## src/lsc_pkg.sv

```systemverilog
// shared types and fixed-point constants for the lookahead soft clipper
// no dependencies
package lsc_pkg;

  localparam int SAMPLE_W  = 24;
  localparam int SPACING_W = 5;

  typedef logic signed [SAMPLE_W-1:0] sample_t;
  typedef logic [SPACING_W-1:0]       spacing_t;

  // q4.20 constants
  localparam sample_t Q_LIMIT  = 24'sd4194304;
  localparam sample_t Q_THRESH = 24'sd1001382;
  localparam sample_t Q_BASE   = 24'sd740107;
  localparam sample_t Q_SOFT   = 24'sd273589;
  localparam sample_t Q_EASE   = 24'sd261275;
  localparam sample_t Q_HARD   = 24'sd774987;
  localparam sample_t S24_MAX  = 24'sh7fffff;
  localparam sample_t S24_MIN  = 24'sh800000;

  // operands for one multiply-add pass of the shared unit
  typedef struct packed {
    sample_t a;
    sample_t coef;
    sample_t off;
  } mac_op_t;

endpackage

```

## src/lookahead_soft_clipper_unit.sv

```systemverilog
// lookahead soft clipper: one word in, one word out
// four dependent multiply-adds run one after another on the shared lsc_mac unit,
// each as a multiply state and an add state, between an accept and a commit state;
// no new word is taken until the result is registered, and a stalled output holds the commit.
// the output lags the input by 'spacing' words (0 taken as 1, capped at MAX_SPACING) through the delay line.
// synchronous reset clears flags, held value, delay line and sets spacing to 1
module lookahead_soft_clipper_unit
  import lsc_pkg::*;
#(
  parameter int MAX_SPACING = 16
) (
  input  logic     clk,
  input  logic     rst,
  input  logic     spacing_we,
  input  spacing_t spacing_wdata,
  input  logic     in_valid,
  output logic     in_stall,
  input  sample_t  sample_in,
  output logic     out_valid,
  input  logic     out_stall,
  output sample_t  sample_out
);

  localparam int LW = $clog2(MAX_SPACING + 1);

  localparam logic [3:0] S_IDLE   = 4'd0;
  localparam logic [3:0] S_PA_MUL = 4'd1;
  localparam logic [3:0] S_PA_ADD = 4'd2;
  localparam logic [3:0] S_PB_MUL = 4'd3;
  localparam logic [3:0] S_PB_ADD = 4'd4;
  localparam logic [3:0] S_NA_MUL = 4'd5;
  localparam logic [3:0] S_NA_ADD = 4'd6;
  localparam logic [3:0] S_NB_MUL = 4'd7;
  localparam logic [3:0] S_NB_ADD = 4'd8;
  localparam logic [3:0] S_DONE   = 4'd9;

  logic [3:0]  state;
  spacing_t    spacing;
  sample_t     held_value;
  logic        pos_clipped;
  logic        neg_clipped;
  sample_t     delay_store [MAX_SPACING+1];
  sample_t     x_work;
  sample_t     held_work;
  sample_t     x_clamped;
  logic [LW-1:0] len;
  logic        mac_load;
  mac_op_t     mac_op;
  sample_t     mac_result;
  logic        out_free;
  logic        commit;

  assign in_stall = (state != S_IDLE);
  assign out_free = !out_valid || !out_stall;
  assign commit   = (state == S_DONE) && out_free;

  always_comb begin
    if (sample_in > Q_LIMIT) begin
      x_clamped = Q_LIMIT;
    end else if (sample_in < -Q_LIMIT) begin
      x_clamped = -Q_LIMIT;
    end else begin
      x_clamped = sample_in;
    end
  end

  always_comb begin
    if (spacing == '0) begin
      len = LW'(1);
    end else if (32'(spacing) > MAX_SPACING) begin
      len = LW'(MAX_SPACING);
    end else begin
      len = LW'(spacing);
    end
  end

  always_comb begin
    mac_load = 1'b0;
    mac_op   = '{a: held_work, coef: Q_SOFT, off: Q_BASE};
    unique case (state)
      S_PA_MUL: begin
        mac_load = 1'b1;
        if (x_work < held_work) begin
          mac_op = '{a: x_work, coef: Q_SOFT, off: Q_BASE};
        end else begin
          mac_op = '{a: held_work, coef: Q_HARD, off: Q_EASE};
        end
      end
      S_PB_MUL: begin
        mac_load = 1'b1;
        mac_op   = '{a: held_work, coef: Q_SOFT, off: Q_BASE};
      end
      S_NA_MUL: begin
        mac_load = 1'b1;
        if (x_work > held_work) begin
          mac_op = '{a: x_work, coef: Q_SOFT, off: -Q_BASE};
        end else begin
          mac_op = '{a: held_work, coef: Q_HARD, off: -Q_EASE};
        end
      end
      S_NB_MUL: begin
        mac_load = 1'b1;
        mac_op   = '{a: held_work, coef: Q_SOFT, off: -Q_BASE};
      end
      default: begin
        mac_load = 1'b0;
      end
    endcase
  end

  lsc_mac u_mac (
    .clk    (clk),
    .load   (mac_load),
    .op     (mac_op),
    .result (mac_result)
  );

  always_ff @(posedge clk) begin
    if (rst) begin
      spacing <= SPACING_W'(1);
    end else if (spacing_we) begin
      spacing <= spacing_wdata;
    end
  end

  always_ff @(posedge clk) begin
    if (rst) begin
      out_valid <= 1'b0;
    end else if (commit) begin
      out_valid <= 1'b1;
    end else if (!out_stall) begin
      out_valid <= 1'b0;
    end
  end

  always_ff @(posedge clk) begin
    if (rst) begin
      state       <= S_IDLE;
      held_value  <= '0;
      pos_clipped <= 1'b0;
      neg_clipped <= 1'b0;
      for (int i = 0; i <= MAX_SPACING; i++) begin
        delay_store[i] <= '0;
      end
    end else begin
      unique case (state)
        S_IDLE: begin
          if (in_valid) begin
            x_work    <= x_clamped;
            held_work <= held_value;
            state     <= S_PA_MUL;
          end
        end
        S_PA_MUL: state <= S_PA_ADD;
        S_PA_ADD: begin
          if (pos_clipped) begin
            held_work <= mac_result;
          end
          state <= S_PB_MUL;
        end
        S_PB_MUL: state <= S_PB_ADD;
        S_PB_ADD: begin
          pos_clipped <= (x_work > Q_THRESH);
          if (x_work > Q_THRESH) begin
            x_work <= mac_result;
          end
          state <= S_NA_MUL;
        end
        S_NA_MUL: state <= S_NA_ADD;
        S_NA_ADD: begin
          if (neg_clipped) begin
            held_work <= mac_result;
          end
          state <= S_NB_MUL;
        end
        S_NB_MUL: state <= S_NB_ADD;
        S_NB_ADD: begin
          neg_clipped <= (x_work < -Q_THRESH);
          if (x_work < -Q_THRESH) begin
            x_work <= mac_result;
          end
          state <= S_DONE;
        end
        S_DONE: begin
          if (commit) begin
            sample_out <= held_work;
            // delay line: new word enters at len-1 and len, entries below shift down
            for (int i = 0; i < MAX_SPACING; i++) begin
              if (LW'(i) < len) begin
                if (LW'(i + 1) == len) begin
                  delay_store[i] <= x_work;
                end else begin
                  delay_store[i] <= delay_store[i+1];
                end
              end else if (LW'(i) == len) begin
                delay_store[i] <= x_work;
              end
            end
            if (len == LW'(MAX_SPACING)) begin
              delay_store[MAX_SPACING] <= x_work;
            end
            if (len == LW'(1)) begin
              held_value <= x_work;
            end else begin
              held_value <= delay_store[1];
            end
            state <= S_IDLE;
          end
        end
        default: state <= S_IDLE;
      endcase
    end
  end

  a_accept_starts: assert property (@(posedge clk) disable iff (rst)
    (in_valid && !in_stall) |=> (state == S_PA_MUL))
    else $error("accepted word did not start the sequence");

  a_limit_held: assert property (@(posedge clk) disable iff (rst)
    (state == S_PA_MUL) |-> (x_work <= Q_LIMIT && x_work >= -Q_LIMIT))
    else $error("loaded sample outside hard limit");

  a_len_range: assert property (@(posedge clk) disable iff (rst)
    (len >= LW'(1) && len <= LW'(MAX_SPACING)))
    else $error("delay length out of range");

  a_commit_waits: assert property (@(posedge clk) disable iff (rst)
    (state == S_DONE && out_valid && out_stall) |=> (state == S_DONE && out_valid))
    else $error("result committed over a waiting word");

endmodule

```

## src/lsc_mac.sv

```systemverilog
// shared multiply-add unit: registered 24x24 product, then round, offset, saturate
// depends on lsc_pkg
module lsc_mac
  import lsc_pkg::*;
(
  input  logic    clk,
  input  logic    load,
  input  mac_op_t op,
  output sample_t result
);

  logic signed [47:0] prod;
  sample_t            off;
  logic signed [47:0] rounded;
  logic signed [27:0] scaled;
  logic signed [28:0] total;

  always_ff @(posedge clk) begin
    if (load) begin
      prod <= 48'(op.a) * 48'(op.coef);
      off  <= op.off;
    end
  end

  always_comb begin
    rounded = prod + 48'sd524288;
    scaled  = 28'(rounded >>> 20);
    total   = 29'(scaled) + 29'(off);
    if (total > 29'(S24_MAX)) begin
      result = S24_MAX;
    end else if (total < 29'(S24_MIN)) begin
      result = S24_MIN;
    end else begin
      result = SAMPLE_W'(total);
    end
  end

endmodule
```

## config.mk

```make
export PLATFORM = sky130hd
export DESIGN_NAME = lookahead_soft_clipper_unit
export DESIGN_NICKNAME = d
export VERILOG_FILES = /design/src/lsc_pkg.sv /design/src/lookahead_soft_clipper_unit.sv /design/src/lsc_mac.sv
export SDC_FILE = /design/constraint.sdc
export NUM_CORES = 2
export LEC_CHECK = 0
export BUFFER_PORTS_ARGS = -buffer_cell sky130_fd_sc_hd__buf_2
export CAP_MARGIN = 20
export CORE_ASPECT_RATIO = 1.4
export CORE_MARGIN = 2
export CORE_UTILIZATION = 32
export DETAILED_ROUTE_END_ITERATION = 16
export PLACE_DENSITY = 0.46
export SLEW_MARGIN = 10
export SYNTH_ARGS = -nofsm -noshare
export SYNTH_HDL_FRONTEND = slang
export SYNTH_SLANG_ARGS = --single-unit
```

## constraint.sdc

```tcl
create_clock -name clk -period 12.2 [get_ports clk]
set_input_delay 1.22 -clock clk [delete_from_list [all_inputs] [get_ports clk]]
set_output_delay 1.22 -clock clk [all_outputs]
set_load 0.02 [all_outputs]
```

==> results_tabular.tex <==
\begin{tabular}{lr}
\hline
Metric & Value \\
\hline
\multicolumn{2}{l}{\textbf{Placement}} \\
Area after detailed placement & 41460 sq um \\
Number of cells in the design after placement & 5567 \\
Last weighted congestion value of the routability-driven placer & 0.8875 \\
Port Buf Inserts & 59 \\
Placed wire-length estimate after detailed placement & 96820 um \\
\multicolumn{2}{l}{\textbf{Synth}} \\
Share of synthesized area occupied by flip-flops and latches & 37.22\% \\
Flop and latch count out of synthesis & 501 \\
Post-synth EDFFs & 465 \\
Top cell type by total area after synthesis & sky130\_fd\_sc\_hd\_\_edfxtp\_1 \\
Cells taking the most area after synthesis & sky130\_fd\_sc\_hd\_\_edfxtp\_1 (35\%), sky130\_fd\_sc\_hd\_\_fa\_1 (18\%), sky130\_fd\_sc\_hd\_\_nand2\_1 (7.5\%), sky130\_fd\_sc\_hd\_\_ha\_1 (7.2\%), sky130\_fd\_sc\_hd\_\_a21oi\_1 (5.3\%) \\
Mapped Area & 39450 sq um \\
Unique cell type count in the Yosys netlist & 94 \\
Syn\_area\_per\_cell & 9.732 sq um \\
Cells after synthesis & 4054 \\
Post-synth top area share & 35.39\% \\
Ys Warns & 0 \\
Fraction of synthesis flops using an asynchronous set or reset pin & 0\% \\
Dominant synthesized flop cell & sky130\_fd\_sc\_hd\_\_edfxtp\_1 \\
\multicolumn{2}{l}{\textbf{Clocking}} \\
Clock slew seen by the registers of the worst setup and hold paths & 0.06 ns \\
Clock latency at the later pin of the worst-skew pair & 0.68 ns \\
Resize count post-CTS & 0 \\
\# H-tree levels & 2 \\
CTS root buf & sky130\_fd\_sc\_hd\_\_clkbuf\_16 \\
Total clock buffers created by CTS & 57 \\
CTS hold repair buffers & 0 \\
Number of sinks handled by clock tree synthesis & 501 \\
TritonCTS clock tree & done \\
Longest Clk Path Bufs & 3 \\
Setup Fix Bufs, Post-CTS & 0 \\
\multicolumn{2}{l}{\textbf{Worst setup path}} \\
Setup crit start kind & register \\
Required arrival time at the worst endpoint & 12.58 ns \\
Depth of the worst register-to-register path & 33 \\
Launch point of the worst reg-to-reg path & held\_work[19]\$\_DFFE\_PP\_ \\
Worst setup EP type & register \\
Critical Path Fanout Max & 15 \\
Worst-path cell with the longest stage delay & sky130\_fd\_sc\_hd\_\_o21a\_1 \\
Arrival @ worst endpoint & 11.27 ns \\
Setup slack on the worst flop-to-flop path & 1.31 ns \\
Worst reg2reg endpoint & u\_mac.prod[46]\$\_DFFE\_PP\_ \\
Kind of critical path & register to register \\
Largest incremental delay on the critical path & 0.70 ns \\
Most frequent cell on the critical path & sky130\_fd\_sc\_hd\_\_fa\_1 \\
\multicolumn{2}{l}{\textbf{Timing}} \\
Clk\_skew & 0.09084 ns \\
Final slew viol count & 0 \\
Slew Limit Headroom & 28.27\% \\
Unrepaired setup endpoints after global routing & false \\
Shortest period the worst path allows & 10.89 ns \\
Total Neg Setup Slack & 0 ns \\
Setup-violating endpoint count in the final report & 0 \\
Share of the cycle needed by the critical path after routing & 89.22\% \\
Upper clock frequency limit & 91.87 MHz \\
Worst-Margin Slew & 1.065 ns \\
Number of hold violations in the final report & 0 \\
\multicolumn{2}{l}{\textbf{Floorplanning}} \\
Initial cell density of the core & 32.21\% \\
Die outline height & 419.5 um \\
Overall die width & 300.8 um \\
Standard-cell rows & 152 \\
Die area & 126200 sq um \\
Core outline area & 122500 sq um \\
Number of I/O pins & 60 \\
\multicolumn{2}{l}{\textbf{Layout}} \\
Total area of multi-input combinational cells & 22050 sq um \\
Synth-to-layout area growth & 10.41\% \\
Proportion of layout cells with a drive suffix above 1 & 7.829\% \\
Utilization of the core after routing & 35.57\% \\
Non-Filler Cell Area, Final & 43560 sq um \\
Net count reported at finish & 4624 \\
Number of standard cells in the final layout excluding fillers & 5680 \\
FF+latch area & 14690 sq um \\
Total of fill cells in the finished design & 12489 \\
\multicolumn{2}{l}{\textbf{Global route}} \\
Vias in the first global route & 29370 \\
GRT Residual Overflow & 0 \\
Antenna violations before repair & 3 \\
GRT Overall Usage & 20.42\% \\
Largest net degree at the start of global routing & 92 \\
Global-route wire length before repair & 191800 um \\
\multicolumn{2}{l}{\textbf{Run}} \\
Max-cap check violation count & 0 \\
\multicolumn{2}{l}{\textbf{Hold path}} \\
Source of the worst hold timing path & held\_work[10]\$\_DFFE\_PP\_ \\
Number of cells on the worst hold path & 0 \\
Tightest Hold Check Type & register to register \\
Worst hold path endpoint & sample\_out[10]\$\_DFFE\_PP\_ \\
\multicolumn{2}{l}{\textbf{Route}} \\
Number of remaining DRC errors & 0 \\
Number of design-rule violations left by the first detailed-router iteration & 1982 \\
Wire per inst & 22.64 um \\
Vias after detailed routing & 28420 \\
Remaining antenna violation count after routing & 0 \\
Total detailed-routing wirelength & 128600 um \\
Number of detailed-route iterations in the first pass & 8 \\
Via count normalized by instance count & 5.004 \\
\multicolumn{2}{l}{\textbf{Run status}} \\
Status & complete, no violations \\
\hline
\end{tabular}
[flip-flops by register name (all words and copies together), names as in the netlist, 4 cells and up]
name / count
u_mac.off: 4
held_value: 24
state: 4
spacing: 5
delay_store: 360
x_work: 24
u_mac.prod: 29
sample_out: 24
held_work: 24
[layer usage]
layer,up-vias,GRT usage (%),wire [um]
met2,602,37.78,68230
met4,2,9.090,6580
met5,-,0,12
met3,218,2.316,4699
met1,14150,23.44,49040
li1,13448,-,-
[how the worst max path moves through the flow]
stage,start,end,slack (ns),cells past startpoint
2_1_floorplan,x_work[23]$_DFFE_PP_,u_mac.prod[46]$_DFFE_PP_,2.75,36
3_3_place_gp,held_work[23]$_DFFE_PP_,u_mac.prod[46]$_DFFE_PP_,1.38,33
3_5_place_dp,held_work[23]$_DFFE_PP_,u_mac.prod[46]$_DFFE_PP_,1.38,31
4_1_cts,held_work[19]$_DFFE_PP_,u_mac.prod[46]$_DFFE_PP_,1.36,33
5_1_grt,held_work[19]$_DFFE_PP_,u_mac.prod[46]$_DFFE_PP_,0.76,29
6_report,held_work[19]$_DFFE_PP_,u_mac.prod[46]$_DFFE_PP_,1.31,33
[cells in the mapped netlist, types with 59 or more instances]
library cell	instances
sky130_fd_sc_hd__nand2_1	787
sky130_fd_sc_hd__a21o_1	59
sky130_fd_sc_hd__o21ai_0	66
sky130_fd_sc_hd__and2_1	60
sky130_fd_sc_hd__clkbuf_1	202
sky130_fd_sc_hd__inv_1	481
sky130_fd_sc_hd__xnor2_1	86
sky130_fd_sc_hd__nor2_1	208
sky130_fd_sc_hd__mux2i_1	66
sky130_fd_sc_hd__edfxtp_1	465
sky130_fd_sc_hd__ha_1	227
sky130_fd_sc_hd__a21oi_1	415
sky130_fd_sc_hd__fa_1	348
[per-stage QoR]
step / hold WS [ns] / setup slack, ns
5_1_grt: 0.4518 / 0.7618
3_5_place_dp: 0.4378 / 1.380
4_1_cts: 0.4458 / 1.357
3_3_place_gp: 0.4332 / 1.385
2_1_floorplan: 0.4264 / 2.752
6_report: 0.4490 / 1.315
[cell usage in the layout (no fill, tap or decap), types with 60 or more instances in the layout]
master / instances
sky130_fd_sc_hd__nand2_1: 786
sky130_fd_sc_hd__ha_1: 227
sky130_fd_sc_hd__edfxtp_1: 465
sky130_fd_sc_hd__nor2_1: 205
sky130_fd_sc_hd__xnor2_1: 86
sky130_fd_sc_hd__and2_1: 60
sky130_fd_sc_hd__a21oi_1: 412
sky130_fd_sc_hd__buf_4: 69
sky130_fd_sc_hd__fa_1: 348
sky130_fd_sc_hd__mux2i_1: 65
sky130_fd_sc_hd__inv_1: 481
sky130_fd_sc_hd__o21ai_0: 64
[cells by family (layout without fill, tap and decap cells)]
logic type	count (synthesis)	count (layout)	synth area share (%)
AOI/OAI and AO/OA	774	774	12.04
xor gates and xnor gates	113	113	2.528
adders and majority gates	576	576	24.88
buffers and inverters	740	732	7.180
DFF	501	501	37.22
muxes	98	98	2.645
other	2	19	0.01904
and+or+nand+nor	1250	1250	13.48
[worst max-delay path, delay by kind of cell, from the launching register on]
| kind | cells | cell delay, ns |
|---|---|---|
| muxes | 1 | 0.58 |
| xor gates and xnor gates | 2 | 0.43 |
| adders and majority gates | 9 | 3.70 |
| buffers and inverters | 2 | 0.17 |
| and+or+nand+nor | 2 | 0.36 |
| AOI/OAI and AO/OA | 17 | 4.92 |
| DFF | 1 | 0.42 |
[cell type report]
class                           count  share of cell area [%]
Clock buffer                       70                   3.553
Antenna cell                        1                0.005745
Sequential cell                   501                   33.71
Tap cell                         1617                   4.645
Inverter                          489                   4.214
Clock inverter                     36                  0.9737
Multi-Input combinational cell   2829                   50.62
Timing Repair Buffer              137                   2.275
Power is left out: the tool's default activity adds up to more than one toggle a clock period on the data nets, which glitch-free logic cannot reach.
